===== src/rtl/cds_pkg.sv =====
// Shared types, codes and default sizes for the circular-scan disk request scheduler.
// No dependencies; cds_if and the scheduler in rtl/ import this package, cds_ram does not.
package cds_pkg;

    localparam int C_QUEUE_DEPTH      = 16;
    localparam int C_BLOCKS_PER_TRACK = 16;

    localparam int C_TRACK_W  = 12;
    localparam int C_BLOCK_W  = 8;
    localparam int C_COUNT_W  = 8;
    localparam int C_TAG_W    = 6;
    localparam int C_STATUS_W = 3;

    localparam logic OP_ENQUEUE  = 1'b0;
    localparam logic OP_DISPATCH = 1'b1;

    typedef enum logic [C_STATUS_W-1:0] {
        ST_DISPATCHED = 3'd0,
        ST_ENQUEUED   = 3'd1,
        ST_FULL       = 3'd2,
        ST_EMPTY      = 3'd3,
        ST_INVALID    = 3'd4
    } t_status;

    typedef struct packed {
        logic [C_TRACK_W-1:0] track;
        logic [C_BLOCK_W-1:0] block;
        logic [C_COUNT_W-1:0] count;
        logic                 write;
        logic [C_TAG_W-1:0]   tag;
    } t_req;

    typedef struct packed {
        t_status status;
        t_req    req;
        logic    wrapped;
    } t_rsp;

endpackage


===== src/rtl/cds_if.sv =====
// Valid/ready channel interfaces for scheduler requests and responses.
// Depends on cds_pkg for field widths.
interface cds_req_if
    import cds_pkg::*;
();
    logic                 valid;
    logic                 ready;
    logic                 op;
    logic [C_TRACK_W-1:0] req_track;
    logic [C_BLOCK_W-1:0] req_block;
    logic [C_COUNT_W-1:0] req_count;
    logic                 req_write;
    logic [C_TAG_W-1:0]   req_tag;

    modport source (output valid, op, req_track, req_block, req_count, req_write, req_tag,
                    input ready);
    modport sink (input valid, op, req_track, req_block, req_count, req_write, req_tag,
                  output ready);
endinterface

interface cds_rsp_if
    import cds_pkg::*;
();
    logic                  valid;
    logic                  ready;
    logic [C_STATUS_W-1:0] status;
    logic [C_TRACK_W-1:0]  out_track;
    logic [C_BLOCK_W-1:0]  out_block;
    logic [C_COUNT_W-1:0]  out_count;
    logic                  out_write;
    logic [C_TAG_W-1:0]    out_tag;
    logic                  wrapped;

    modport source (output valid, status, out_track, out_block, out_count, out_write,
                    out_tag, wrapped, input ready);
    modport sink (input valid, status, out_track, out_block, out_count, out_write,
                  out_tag, wrapped, output ready);
endinterface


===== src/rtl/cscan_disk_request_scheduler.sv =====
// Enqueue, or a dispatch on an empty table: the request is registered and handled in S_EXEC,
// and the result passes through S_DONE into the output register; S_IDLE takes the next transfer.
// Dispatch: one pass over the entry RAM picks the request with two track/age comparators,
// one for tracks at or above the head and one for the wrap to track zero; a second pass
// ages down the younger entries. S_DONE holds a result while the previous one waits for ready.
// One item at a time. Synchronous reset clears valid bits and head track; no clearing pass.
module cscan_disk_request_scheduler
    import cds_pkg::*;
#(
    parameter int QUEUE_DEPTH      = C_QUEUE_DEPTH,
    parameter int BLOCKS_PER_TRACK = C_BLOCKS_PER_TRACK
) (
    input  logic       i_clk,
    input  logic       i_rst_n,
    cds_req_if.sink    i_req,
    cds_rsp_if.source  o_rsp
);
    localparam int IW = $clog2(QUEUE_DEPTH);
    localparam int CW = $clog2(QUEUE_DEPTH + 1);
    localparam int RW = $bits(t_req) + IW;
    localparam logic [CW-1:0] LAST = CW'(QUEUE_DEPTH);
    localparam logic [C_BLOCK_W:0] BPT = (C_BLOCK_W + 1)'(BLOCKS_PER_TRACK);

    typedef enum logic [2:0] {
        S_IDLE,
        S_EXEC,
        S_SCAN,
        S_PICK,
        S_AGE,
        S_DONE
    } t_state;

    t_state                 r_state;
    logic [QUEUE_DEPTH-1:0] r_valid;
    logic [C_TRACK_W-1:0]   r_head;
    logic                   r_op;
    t_req                   r_in;
    logic [CW-1:0]          r_cnt;
    logic [IW-1:0]          r_pidx;
    logic                   r_a_hit, r_b_hit;
    t_req                   r_a_req, r_b_req;
    logic [IW-1:0]          r_a_age, r_b_age, r_a_slot, r_b_slot;
    logic [IW-1:0]          r_pick_age;
    t_rsp                   r_res;
    t_rsp                   r_out;
    logic                   r_out_valid;

    logic [RW-1:0] ram_rdata, ram_wdata;
    logic [IW-1:0] ram_waddr, ram_raddr;
    logic          ram_we;
    t_req          rd_req;
    logic [IW-1:0] rd_age;

    logic [IW-1:0] free_slot;
    logic          full;
    logic [CW-1:0] used_cnt;
    logic          in_bad;
    logic          proc;
    logic          n_a_take, n_b_take;
    logic          age_dec;

    // Lower track wins, older entry on equal tracks.
    function automatic logic better(input logic [C_TRACK_W-1:0] trk, input logic [IW-1:0] age,
                                    input logic [C_TRACK_W-1:0] best_trk,
                                    input logic [IW-1:0] best_age);
        better = (trk < best_trk) || ((trk == best_trk) && (age < best_age));
    endfunction

    cds_ram #(
        .WIDTH (RW),
        .DEPTH (QUEUE_DEPTH)
    ) u_ram (
        .i_clk   (i_clk),
        .i_we    (ram_we),
        .i_waddr (ram_waddr),
        .i_wdata (ram_wdata),
        .i_raddr (ram_raddr),
        .o_rdata (ram_rdata)
    );

    assign rd_req    = t_req'(ram_rdata[RW-1:IW]);
    assign rd_age    = ram_rdata[IW-1:0];
    assign ram_raddr = r_cnt[IW-1:0];

    always_comb begin
        free_slot = '0;
        for (int i = QUEUE_DEPTH - 1; i >= 0; i--) begin
            if (!r_valid[i]) begin
                free_slot = IW'(i);
            end
        end
    end

    assign full     = &r_valid;
    assign used_cnt = CW'($countones(r_valid));
    assign in_bad   = (r_in.count == '0) || ({1'b0, r_in.block} >= BPT);

    // Read data is registered in the RAM, and r_pidx is the registered address, so r_pidx names the entry on ram_rdata.
    assign proc     = (r_cnt != '0) && r_valid[r_pidx];
    assign n_a_take = proc && (rd_req.track >= r_head) &&
                      (!r_a_hit || better(rd_req.track, rd_age, r_a_req.track, r_a_age));
    assign n_b_take = proc &&
                      (!r_b_hit || better(rd_req.track, rd_age, r_b_req.track, r_b_age));
    assign age_dec  = proc && (rd_age > r_pick_age);

    always_comb begin
        ram_we    = 1'b0;
        ram_waddr = r_pidx;
        ram_wdata = {rd_req, rd_age - 1'b1};
        unique case (r_state)
            S_EXEC: begin
                ram_we    = (r_op == OP_ENQUEUE) && !in_bad && !full;
                ram_waddr = free_slot;
                ram_wdata = {r_in, used_cnt[IW-1:0]};
            end
            S_AGE: begin
                ram_we = age_dec;
            end
            default: begin
                ram_we = 1'b0;
            end
        endcase
    end

    always_ff @(posedge i_clk) begin
        if (!i_rst_n) begin
            r_state     <= S_IDLE;
            r_valid     <= '0;
            r_head      <= '0;
            r_out_valid <= 1'b0;
            r_cnt       <= '0;
            r_a_hit     <= 1'b0;
            r_b_hit     <= 1'b0;
        end else begin
            r_pidx <= r_cnt[IW-1:0];
            if ((r_state == S_DONE) && (!r_out_valid || o_rsp.ready)) begin
                r_out_valid <= 1'b1;
            end else if (r_out_valid && o_rsp.ready) begin
                r_out_valid <= 1'b0;
            end

            unique case (r_state)
                S_IDLE: begin
                    if (i_req.valid) begin
                        r_op       <= i_req.op;
                        r_in.track <= i_req.req_track;
                        r_in.block <= i_req.req_block;
                        r_in.count <= i_req.req_count;
                        r_in.write <= i_req.req_write;
                        r_in.tag   <= i_req.req_tag;
                        r_state    <= S_EXEC;
                    end
                end
                S_EXEC: begin
                    if (r_op == OP_ENQUEUE) begin
                        r_state <= S_DONE;
                        if (in_bad) begin
                            r_res <= '{status: ST_INVALID, req: '0, wrapped: 1'b0};
                        end else if (full) begin
                            r_res <= '{status: ST_FULL, req: '0, wrapped: 1'b0};
                        end else begin
                            r_valid[free_slot] <= 1'b1;
                            r_res <= '{status: ST_ENQUEUED, req: '0, wrapped: 1'b0};
                        end
                    end else if (r_valid != '0) begin
                        r_cnt   <= '0;
                        r_a_hit <= 1'b0;
                        r_b_hit <= 1'b0;
                        r_state <= S_SCAN;
                    end else begin
                        r_res   <= '{status: ST_EMPTY, req: '0, wrapped: 1'b0};
                        r_state <= S_DONE;
                    end
                end
                S_SCAN: begin
                    if (n_a_take) begin
                        r_a_hit  <= 1'b1;
                        r_a_req  <= rd_req;
                        r_a_age  <= rd_age;
                        r_a_slot <= r_pidx;
                    end
                    if (n_b_take) begin
                        r_b_hit  <= 1'b1;
                        r_b_req  <= rd_req;
                        r_b_age  <= rd_age;
                        r_b_slot <= r_pidx;
                    end
                    if (r_cnt == LAST) begin
                        r_state <= S_PICK;
                    end else begin
                        r_cnt <= r_cnt + 1'b1;
                    end
                end
                S_PICK: begin
                    // Wrap to track zero when nothing sits at or above the head.
                    if (r_a_hit) begin
                        r_valid[r_a_slot] <= 1'b0;
                        r_head            <= r_a_req.track;
                        r_pick_age        <= r_a_age;
                        r_res             <= '{status: ST_DISPATCHED, req: r_a_req,
                                               wrapped: 1'b0};
                    end else begin
                        r_valid[r_b_slot] <= 1'b0;
                        r_head            <= r_b_req.track;
                        r_pick_age        <= r_b_age;
                        r_res             <= '{status: ST_DISPATCHED, req: r_b_req,
                                               wrapped: 1'b1};
                    end
                    r_cnt   <= '0;
                    r_state <= S_AGE;
                end
                S_AGE: begin
                    if (r_cnt == LAST) begin
                        r_state <= S_DONE;
                    end else begin
                        r_cnt <= r_cnt + 1'b1;
                    end
                end
                S_DONE: begin
                    // Hold the result until the output register is free.
                    if (!r_out_valid || o_rsp.ready) begin
                        r_out   <= r_res;
                        r_state <= S_IDLE;
                    end
                end
                default: begin
                    r_state <= S_IDLE;
                end
            endcase
        end
    end

    assign i_req.ready     = (r_state == S_IDLE);
    assign o_rsp.valid     = r_out_valid;
    assign o_rsp.status    = r_out.status;
    assign o_rsp.out_track = r_out.req.track;
    assign o_rsp.out_block = r_out.req.block;
    assign o_rsp.out_count = r_out.req.count;
    assign o_rsp.out_write = r_out.req.write;
    assign o_rsp.out_tag   = r_out.req.tag;
    assign o_rsp.wrapped   = r_out.wrapped;
endmodule


===== src/rtl/cds_ram.sv =====
// Generic simple dual-port RAM: one write port, one read port with registered data.
// No dependencies.
module cds_ram #(
    parameter int WIDTH = 8,
    parameter int DEPTH = 16
) (
    input  logic                     i_clk,
    input  logic                     i_we,
    input  logic [$clog2(DEPTH)-1:0] i_waddr,
    input  logic [WIDTH-1:0]         i_wdata,
    input  logic [$clog2(DEPTH)-1:0] i_raddr,
    output logic [WIDTH-1:0]         o_rdata
);
    logic [WIDTH-1:0] r_mem [DEPTH];
    logic [WIDTH-1:0] r_rdata;

    always_ff @(posedge i_clk) begin
        if (i_we) begin
            r_mem[i_waddr] <= i_wdata;
        end
        r_rdata <= r_mem[i_raddr];
    end

    assign o_rdata = r_rdata;
endmodule


===== src/flat_wrapper.sv =====
// flat-port wrapper written by rule: the top's interface ports become plain ports
module cscan_disk_request_scheduler_flat import cds_pkg::*;
#(
    parameter int QUEUE_DEPTH      = C_QUEUE_DEPTH,
    parameter int BLOCKS_PER_TRACK = C_BLOCKS_PER_TRACK
)
  (i_clk, i_rst_n, i_req_valid, i_req_op, i_req_req_track, i_req_req_block, i_req_req_count, i_req_req_write, i_req_req_tag, i_req_ready, o_rsp_valid, o_rsp_status, o_rsp_out_track, o_rsp_out_block, o_rsp_out_count, o_rsp_out_write, o_rsp_out_tag, o_rsp_wrapped, o_rsp_ready);
  cds_req_if i_req_i ();
  cds_rsp_if o_rsp_i ();
  input  logic i_clk;
  input  logic i_rst_n;
  input wire logic [$bits(i_req_i.valid)-1:0] i_req_valid;
  input wire logic [$bits(i_req_i.op)-1:0] i_req_op;
  input wire logic [$bits(i_req_i.req_track)-1:0] i_req_req_track;
  input wire logic [$bits(i_req_i.req_block)-1:0] i_req_req_block;
  input wire logic [$bits(i_req_i.req_count)-1:0] i_req_req_count;
  input wire logic [$bits(i_req_i.req_write)-1:0] i_req_req_write;
  input wire logic [$bits(i_req_i.req_tag)-1:0] i_req_req_tag;
  output wire logic [$bits(i_req_i.ready)-1:0] i_req_ready;
  output wire logic [$bits(o_rsp_i.valid)-1:0] o_rsp_valid;
  output wire logic [$bits(o_rsp_i.status)-1:0] o_rsp_status;
  output wire logic [$bits(o_rsp_i.out_track)-1:0] o_rsp_out_track;
  output wire logic [$bits(o_rsp_i.out_block)-1:0] o_rsp_out_block;
  output wire logic [$bits(o_rsp_i.out_count)-1:0] o_rsp_out_count;
  output wire logic [$bits(o_rsp_i.out_write)-1:0] o_rsp_out_write;
  output wire logic [$bits(o_rsp_i.out_tag)-1:0] o_rsp_out_tag;
  output wire logic [$bits(o_rsp_i.wrapped)-1:0] o_rsp_wrapped;
  input wire logic [$bits(o_rsp_i.ready)-1:0] o_rsp_ready;
  assign i_req_i.valid = i_req_valid;
  assign i_req_i.op = i_req_op;
  assign i_req_i.req_track = i_req_req_track;
  assign i_req_i.req_block = i_req_req_block;
  assign i_req_i.req_count = i_req_req_count;
  assign i_req_i.req_write = i_req_req_write;
  assign i_req_i.req_tag = i_req_req_tag;
  assign i_req_ready = i_req_i.ready;
  assign o_rsp_valid = o_rsp_i.valid;
  assign o_rsp_status = o_rsp_i.status;
  assign o_rsp_out_track = o_rsp_i.out_track;
  assign o_rsp_out_block = o_rsp_i.out_block;
  assign o_rsp_out_count = o_rsp_i.out_count;
  assign o_rsp_out_write = o_rsp_i.out_write;
  assign o_rsp_out_tag = o_rsp_i.out_tag;
  assign o_rsp_wrapped = o_rsp_i.wrapped;
  assign o_rsp_i.ready = o_rsp_ready;
  cscan_disk_request_scheduler #(.QUEUE_DEPTH(QUEUE_DEPTH), .BLOCKS_PER_TRACK(BLOCKS_PER_TRACK)) u_core (.i_clk(i_clk), .i_rst_n(i_rst_n), .i_req(i_req_i), .o_rsp(o_rsp_i));
endmodule

===== config.mk =====
export PLATFORM = sky130hd
export DESIGN_NAME = cscan_disk_request_scheduler_flat
export DESIGN_NICKNAME = d
export VERILOG_FILES = /design/src/rtl/cds_pkg.sv /design/src/rtl/cds_if.sv /design/src/rtl/cscan_disk_request_scheduler.sv /design/src/rtl/cds_ram.sv /design/src/flat_wrapper.sv
export SDC_FILE = /design/constraint.sdc
export NUM_CORES = 1
export LEC_CHECK = 0
export BUFFER_PORTS_ARGS = -buffer_cell sky130_fd_sc_hd__buf_2
export CAP_MARGIN = 20
export CORE_MARGIN = 2
export CORE_UTILIZATION = 25
export CTS_CLUSTER_SIZE = 24
export DETAILED_ROUTE_END_ITERATION = 8
export GPL_TIMING_DRIVEN = 0
export PLACE_DENSITY_LB_ADDON = 0.05
export SLEW_MARGIN = 15
export SYNTH_ARGS = -nofsm -noshare
export SYNTH_HDL_FRONTEND = slang
export SYNTH_SLANG_ARGS = --single-unit
export TNS_END_PERCENT = 20

===== constraint.sdc =====
create_clock -name i_clk -period 8.56 [get_ports i_clk]
set_input_delay 0.856 -clock i_clk [delete_from_list [all_inputs] [get_ports i_clk]]
set_output_delay 0.856 -clock i_clk [all_outputs]
set_load 0.05 [all_outputs]

==> flow_summary.yaml, run 1 <==
run_status:
  status: "complete, no violations"
logic_synthesis:
  synth.area.top_cells: "edfxtp_1 70%, mux4_2 12%, dfxtp_1 4.4%"
  yosys.area.top_type: "edfxtp_1"
  yosys_warnings: 0
  synth_edf_count: 832
  synth.avg_cell_area_sq_um: 18.8
  synthArstFlopShare: 0
  yosysSeqAreaShare: 0.741
  ys_types: 62
  synth-seq-cells: 910
  syn_area_sq_um: 35800
  yosys.area.top_type_share: 0.698
  syn_inst: 1903
  ys.flop_type: "edfxtp_1"
  synthesis.nets: 2025
floorplanning:
  core-area_sq_um: 142000
  start_util: 0.252
  die_w_microns: 382
  row_count: 138
  die_height_microns: 382
  io_pins: 81
  die_area_sq_um: 146000
cts:
  post_cts.repair.setup_buffers: 0
  ctsLongestPathBuffers: 3
  ctsResizeCount: 0
  htree_levels: 3
  cts_hold_buffers: 0
  cts.reportedPaths.clkPinSlew_ns: 0.06
  cts_tree: "yes"
  worst_skew_pair.late_latency_ns: 0.72
  cts.sinks: 910
  cts_root_buffer: "clkbuf_16"
  numCtsBuffers: 109
drt:
  post_drt_wl_per_cell_microns: 27.2
  detail-route-antenna-nets: 0
  drt_iter0_drc: 1333
  drc: 0
  vias_per_cell: 4.49
  dr.pass1.iters: 5
  vias: 18749
  wirelength_mm: 114
min_path:
  hold_path_end: "u_core.r_in[16]"
  whs_path_depth: 1
  hp-class: "primary input to flip-flop"
  min-delay-start: "i_req_req_block[1]"
sta:
  slew_viol_final: 0
  fin_tns_setup_ns: 0
  clock.fmax_ghz: 0.173
  setup_viol: 0
  finalCriticalPeriod_ns: 5.77
  finClkSkew_ns: 0.0304
  max-slew-margin-rel: 0.250
  hold_viol: 0
  post-route-period-util: 0.674
  tightest_slew_ns: 1.13
  rsz0062_at_grt: "false"
power_and_ir_drop:
  vdd_drop_max_mv: 0.153
  leakagePower_uw: 0.0141
  p_per_area_nw_per_um2: 230
grt:
  grt_pass1_vias: 20304
  grt_usage: 0.156
  grt_start_max_net_pins: 28
  grt_pass1_wl_mm: 159
  antenna_found_initial: 5
  grt-ovfl-total: 0
worst_setup_path:
  cpPeakStageDelay_ns: 0.79
  required_ns: 8.97
  cp-start-kind: "flip-flop"
  critPathTopFamily: "buffers and inverters"
  reg2reg_depth: 14
  crit_top_cell: "buf_4"
  crit_arrival_ns: 6.17
  worstPathCellList: "clkbuf_1, clkbuf_1, buf_1, inv_1, ha_1, nor4b_1, a31o_2, o31a_1, o22a_1, nor3_2, buf_6, buf_4, buf_4, buf_4"
  r2r_start: "u_core.r_cnt[1]"
  timing.rr.end: "u_core.u_ram.r_mem[4][12]"
  worstSetupPathType: "flip-flop to flip-flop"
  crit_path_top_delay_cell: "buf_1"
  crit_path_end_kind: "flip-flop"
  r2r_slack_ns: 2.79
  crit_path_max_fanout: 10
  crit_buf_inv: 8
final_layout:
  area_growth_pct: 22.5
  layout_common_cells: "832 x edfxtp_1, 197 x mux4_2, 137 x nand2_1"
  num-fill-cells: 13929
  final_nets: 2309
  post-route-cell-area_sq_um: 43800
  layout_commonest_cell: "edfxtp_1"
  drive_gt1_frac: 0.260
flow_run:
  drv_cap: 0
placement:
  numPortBuffers: 80
  dp_hpwl_mm: 78.2
  placed_area_sq_um: 40200
  globalplace.congestion: 0.756
registers in the layout (all words and copies together) (netlist names), 3 cells and up:
signal and cells:
u_core.o_rsp.out_track 12, u_core.r_b_req 35, u_core.u_ram.r_mem 624, u_core.r_a_age 4
u_core.r_head 12, u_core.r_valid 16, u_core.o_rsp.out_block 8, u_core.o_rsp.out_count 8
u_core.r_a_slot 4, u_core.u_ram.o_rdata 39, u_core.r_pick_age 4, u_core.r_res 39
u_core.r_b_age 4, u_core.r_pidx 4, u_core.r_cnt 5, u_core.r_b_slot 4
u_core.o_rsp.out_tag 6, u_core.r_in 35, u_core.r_a_req 35, u_core.r_state 3
u_core.o_rsp.status 3
worst max-delay path by stage:
stage	start	to	slack, ns	cells after the start
floorplan	u_core.r_cnt[1]	u_core.r_b_age[0]	2.56	9
global placement	u_core.r_cnt[1]	u_core.u_ram.r_mem[1][15]	-4.49	10
detailed placement	u_core.r_cnt[1]	u_core.u_ram.r_mem[4][15]	2.60	14
CTS	u_core.r_cnt[1]	u_core.u_ram.r_mem[4][12]	2.58	14
global route	u_core.r_cnt[1]	u_core.u_ram.r_mem[4][17]	2.45	14
finish	u_core.r_cnt[1]	u_core.u_ram.r_mem[4][12]	2.79	14
layout make-up:
cell class                 instances  area, sq um  share of cell area
sequential                       910        26500               0.605
multi-input combinational        824         8770               0.200
clock buffer                     149         3070              0.0701
tap                             1890         2360              0.0539
timing repair buffer             173         1900              0.0433
clock inverter                    59          508              0.0116
buffer                            82          354             0.00808
inverter                          87          327             0.00745
antenna                            1         2.50           0.0000571
power by group:
group	switching [uW]	total (uW)	internal [uW]
clock network	1890	4590	2700
logic	327	481	154
registers	30.2	5000	4970
metrics by stage:
step | setup slack, ns | power (uW) | hold slack [ns] | cells | util
floorplan | 2.56 | 5360 | 0.400 | 1903 | -
global placement | -4.49 | 5550 | 0.400 | 3873 | 0.272
detailed placement | 2.60 | 5580 | 0.407 | 3963 | 0.283
CTS | 2.58 | 10200 | 0.236 | 4171 | 0.309
global route | 2.45 | 10400 | 0.247 | 4174 | 0.309
finish | 2.79 | 10100 | 0.307 | 4175 | 0.309
kinds of logic after synthesis:
| group | Yosys count | share of synthesized area |
|---|---|---|
| adders and majority gates | 82 | 0.0310 |
| and+or+nand+nor | 341 | 0.0436 |
| muxes | 239 | 0.136 |
| AOI/OAI and AO/OA | 157 | 0.0285 |
| xor gates and xnor gates | 5 | 0.00122 |
| DFF | 910 | 0.741 |
| buffers and inverters | 169 | 0.0186 |
per-layer routing:
metal  global-route usage  part of all wire  vias up
li1                     -                 -     8154
met1                0.207              0.45    10100
met2                0.269              0.50      355
met3               0.0232             0.030      140
met4               0.0367             0.022        0
met5                    0                 0        -
cell usage after synthesis, drive strengths merged (6+ instances only):
cell type and instances:
edfxtp 832, a21oi 37, o21ai 34, a21boi 8, nor4 7, nand3 18, dfxtp 78, nand4 16
o31ai 7, mux4 197, ha 71, buf 27, a21o 8, nand2b 13, fa 11, a22oi 10
o211ai 15, and2 6, nor2b 26, a31oi 10, nor3 15, clkbuf 55, inv 87, nand2 137
mux2i 41, nor2 84
worst reg2reg max path, delay by kind of cell, from the launching register on:
kind                       cells  cell delay (ns)
and+or+nand+nor                2             0.83
DFF                            1             0.36
AOI/OAI and AO/OA              3             0.98
buffers and inverters          8             3.08
adders and majority gates      1             0.22
(Power assumes the default switching activity.)
==> run 2: changes to the inputs <==
--- a/config.mk
+++ b/config.mk
@@ -5,6 +5,7 @@
 export SDC_FILE = /design/constraint.sdc
 export NUM_CORES = 1
 export LEC_CHECK = 0
+export ABC_AREA = 1
 export BUFFER_PORTS_ARGS = -buffer_cell sky130_fd_sc_hd__buf_2
 export CAP_MARGIN = 20
 export CORE_MARGIN = 2
==> constraint.sdc (replaced) <==
create_clock -name i_clk -period 5.7 [get_ports i_clk]
set_input_delay 0.57 -clock i_clk [delete_from_list [all_inputs] [get_ports i_clk]]
set_output_delay 0.57 -clock i_clk [all_outputs]
set_load 0.05 [all_outputs]
==> flow_summary.yaml, run 2 <==
worst_setup_path:
  crit_buf_inv: 6
  crit_arrival_ns: 5.57
  crit_path_end_kind: "flip-flop"
  crit_path_max_fanout: 12
  worstSetupPathType: "flip-flop to flip-flop"
  cpPeakStageDelay_ns: 0.56
  crit_path_top_delay_cell: "dfxtp_1"
  critPathTopFamily: "adder cells"
  required_ns: 6.16
  worstPathCellList: "inv_1, ha_1, inv_1, fa_1, fa_1, inv_1, fa_1, inv_1, fa_1, inv_1, ha_1, fa_1, xor2_1, o21ai_1, buf_4"
  cp-start-kind: "flip-flop"
sta:
  tightest_slew_ns: 1.03
  post-route-period-util: 0.897
  finalWorstSetupSlack_ns: 0.588
  clock.fmax_ghz: 0.196
  finalCriticalPeriod_ns: 5.11
  max-slew-margin-rel: 0.311
  setup_viol: 0
  hold_viol: 0
  slew_viol_final: 0
  rsz0062_at_grt: "false"
  fin_tns_setup_ns: 0
  finClkSkew_ns: 0.0533
logic_synthesis:
  synth-seq-cells: 910
  synth.area.top_cells: "edfxtp_1 69%, o21ai_0 5.1%, nand2_1 4.6%"
  synthesis.nets: 3040
  ys_types: 50
  yosys.area.top_type_share: 0.686
  yosys.area.top_type: "edfxtp_1"
  syn_area_sq_um: 36400
  synth_common_cells: "832 x edfxtp_1, 451 x nand2_1, 372 x nor2_1, 370 x o21ai_0, 172 x inv_1"
  synth_edf_count: 832
  syn_inst: 2918
  yosysSeqAreaShare: 0.729
  synth.avg_cell_area_sq_um: 12.5
  yosys_warnings: 0
  synthArstFlopShare: 0
  ys.flop_type: "edfxtp_1"
  yosysMostFrequentCell: "edfxtp_1"
final_layout:
  drive_gt1_frac: 0.116
  final_nets: 3317
  area_growth_pct: 21.5
  regMostFlops: "u_core.u_ram.r_mem"
  layout_commonest_cell: "edfxtp_1"
  num-fill-cells: 14653
  layout_common_cells: "832 x edfxtp_1, 451 x nand2_1, 355 x o21ai_0"
  ff_latch_area_sq_um: 26500
  multi_input_area_sq_um: 8770
  utilization: 0.305
  largest_reg_flops: 624
cts:
  worst_skew_pair.late_latency_ns: 0.73
  numCtsBuffers: 108
  cts_root_buffer: "clkbuf_16"
  cts.sinks: 910
  htree_levels: 3
  cts.reportedPaths.clkPinSlew_ns: 0.05
  cts_tree: "yes"
  ctsLongestPathBuffers: 3
  post_cts.repair.setup_buffers: 0
run_status:
  status: "complete, no violations"
min_path:
  hp-class: "primary input to flip-flop"
placement:
  dp_hpwl_mm: 89.4
  globalplace.congestion: 0.804
  numPortBuffers: 80
  place_worst_setup_slack_ns: 0.472
drt:
  dr.pass1.iters: 6
  vias_per_cell: 4.57
  vias: 23771
  detail-route-antenna-nets: 0
  drt_iter0_drc: 1682
  wirelength_mm: 127
  post_drt_wl_per_cell_microns: 24.4
  drc: 0
floorplanning:
  start_util: 0.251
  die_height_microns: 386
  row_count: 140
  io_pins: 81
  die_area_sq_um: 149000
  die_w_microns: 386
  core-area_sq_um: 145000
grt:
  grt_start_max_net_pins: 31
  grt-ovfl-total: 0
  grt_usage: 0.170
  grt_pass1_vias: 24280
  grt_pass1_wl_mm: 179
  antenna_found_initial: 9
power_and_ir_drop:
  fin_total_pwr_uw: 20700
  vdd_drop_max_mv: 0.227
  leakagePower_uw: 0.0153
  p_per_area_nw_per_um2: 468
flow_run:
  drv_cap: 0
==> run 2: changes by cell type in the layout (fill, tap and decap cells not counted), sizes merged, moves of 41 or more <==
cell and change:
o22ai +155, mux2i -41, mux4 -197, clkbuf +64, nor2 +291, inv +93
o21ai +353, nand2 +316
==> run 2: path summary, 6_finish.rpt <==
| kind | depth (start not counted) | slack, ns | endpoint | startpoint |
|---|---|---|---|---|
| worst max-delay path | 15 | 0.59 | u_core.u_ram.r_mem[13][3] | u_core.r_valid[1] |
| worst min-delay path | 1 | 0.06 | u_core.r_in[31] | i_req_req_track[8] |
| worst min register to register | 0 | 0.41 | u_core.o_rsp.out_block[1] | u_core.r_res[17] |
| worst max register to register | 15 | 0.59 | u_core.u_ram.r_mem[13][3] | u_core.r_valid[1] |
==> run 2: cells by family after synthesis <==
group / share of synthesized area
buffers and inverters: 0.0352
adder cells (fa/ha/maj): 0.0304
flip-flops: 0.729
AO/OA/AOI/OAI: 0.0981
XOR/XNOR: 0.00120
AND/OR/NAND/NOR: 0.106
==> run 2: per-stage QoR <==
stage                     hold slack [ns]  cells  cell area, sq um
after CTS                         0.00365   5205             44200
after floorplan                     0.400   2918             36400
after detailed placement            0.405   4975             40400
after global routing               0.0305   5205             44200
final                              0.0622   5207             44200
after global placement              0.404   4915             39200
==> run 2: repair_timing <==
action                    CTS  global route
hold buffers               27             0
hold endpoints to repair   27             0
gates resized for setup     0             0
==> run 2: layer usage <==
layer / GRT usage / routed length [microns]
met5: 0 / 13
met4: 0.0592 / 3700
met3: 0.0273 / 6250
met2: 0.281 / 60000
met1: 0.226 / 57300
==> run 2: cell type report <==
type / count / area share
Antenna cell: 2 / 0.000113
Buffer: 151 / 0.0134
Clock buffer: 143 / 0.0650
Clock inverter: 60 / 0.0156
Inverter: 184 / 0.0156
Multi-Input combinational cell: 1673 / 0.198
Sequential cell: 910 / 0.600
Tap cell: 1917 / 0.0542
Timing Repair Buffer: 167 / 0.0378
==> run 2: report_power, final <==
| group | internal (uW) | switching (uW) | leakage [uW] |
|---|---|---|---|
| Sequential | 8400 | 346 | 0.00817 |
| Clock | 4100 | 2880 | 0.00176 |
| Combinational | 1080 | 3920 | 0.00539 |
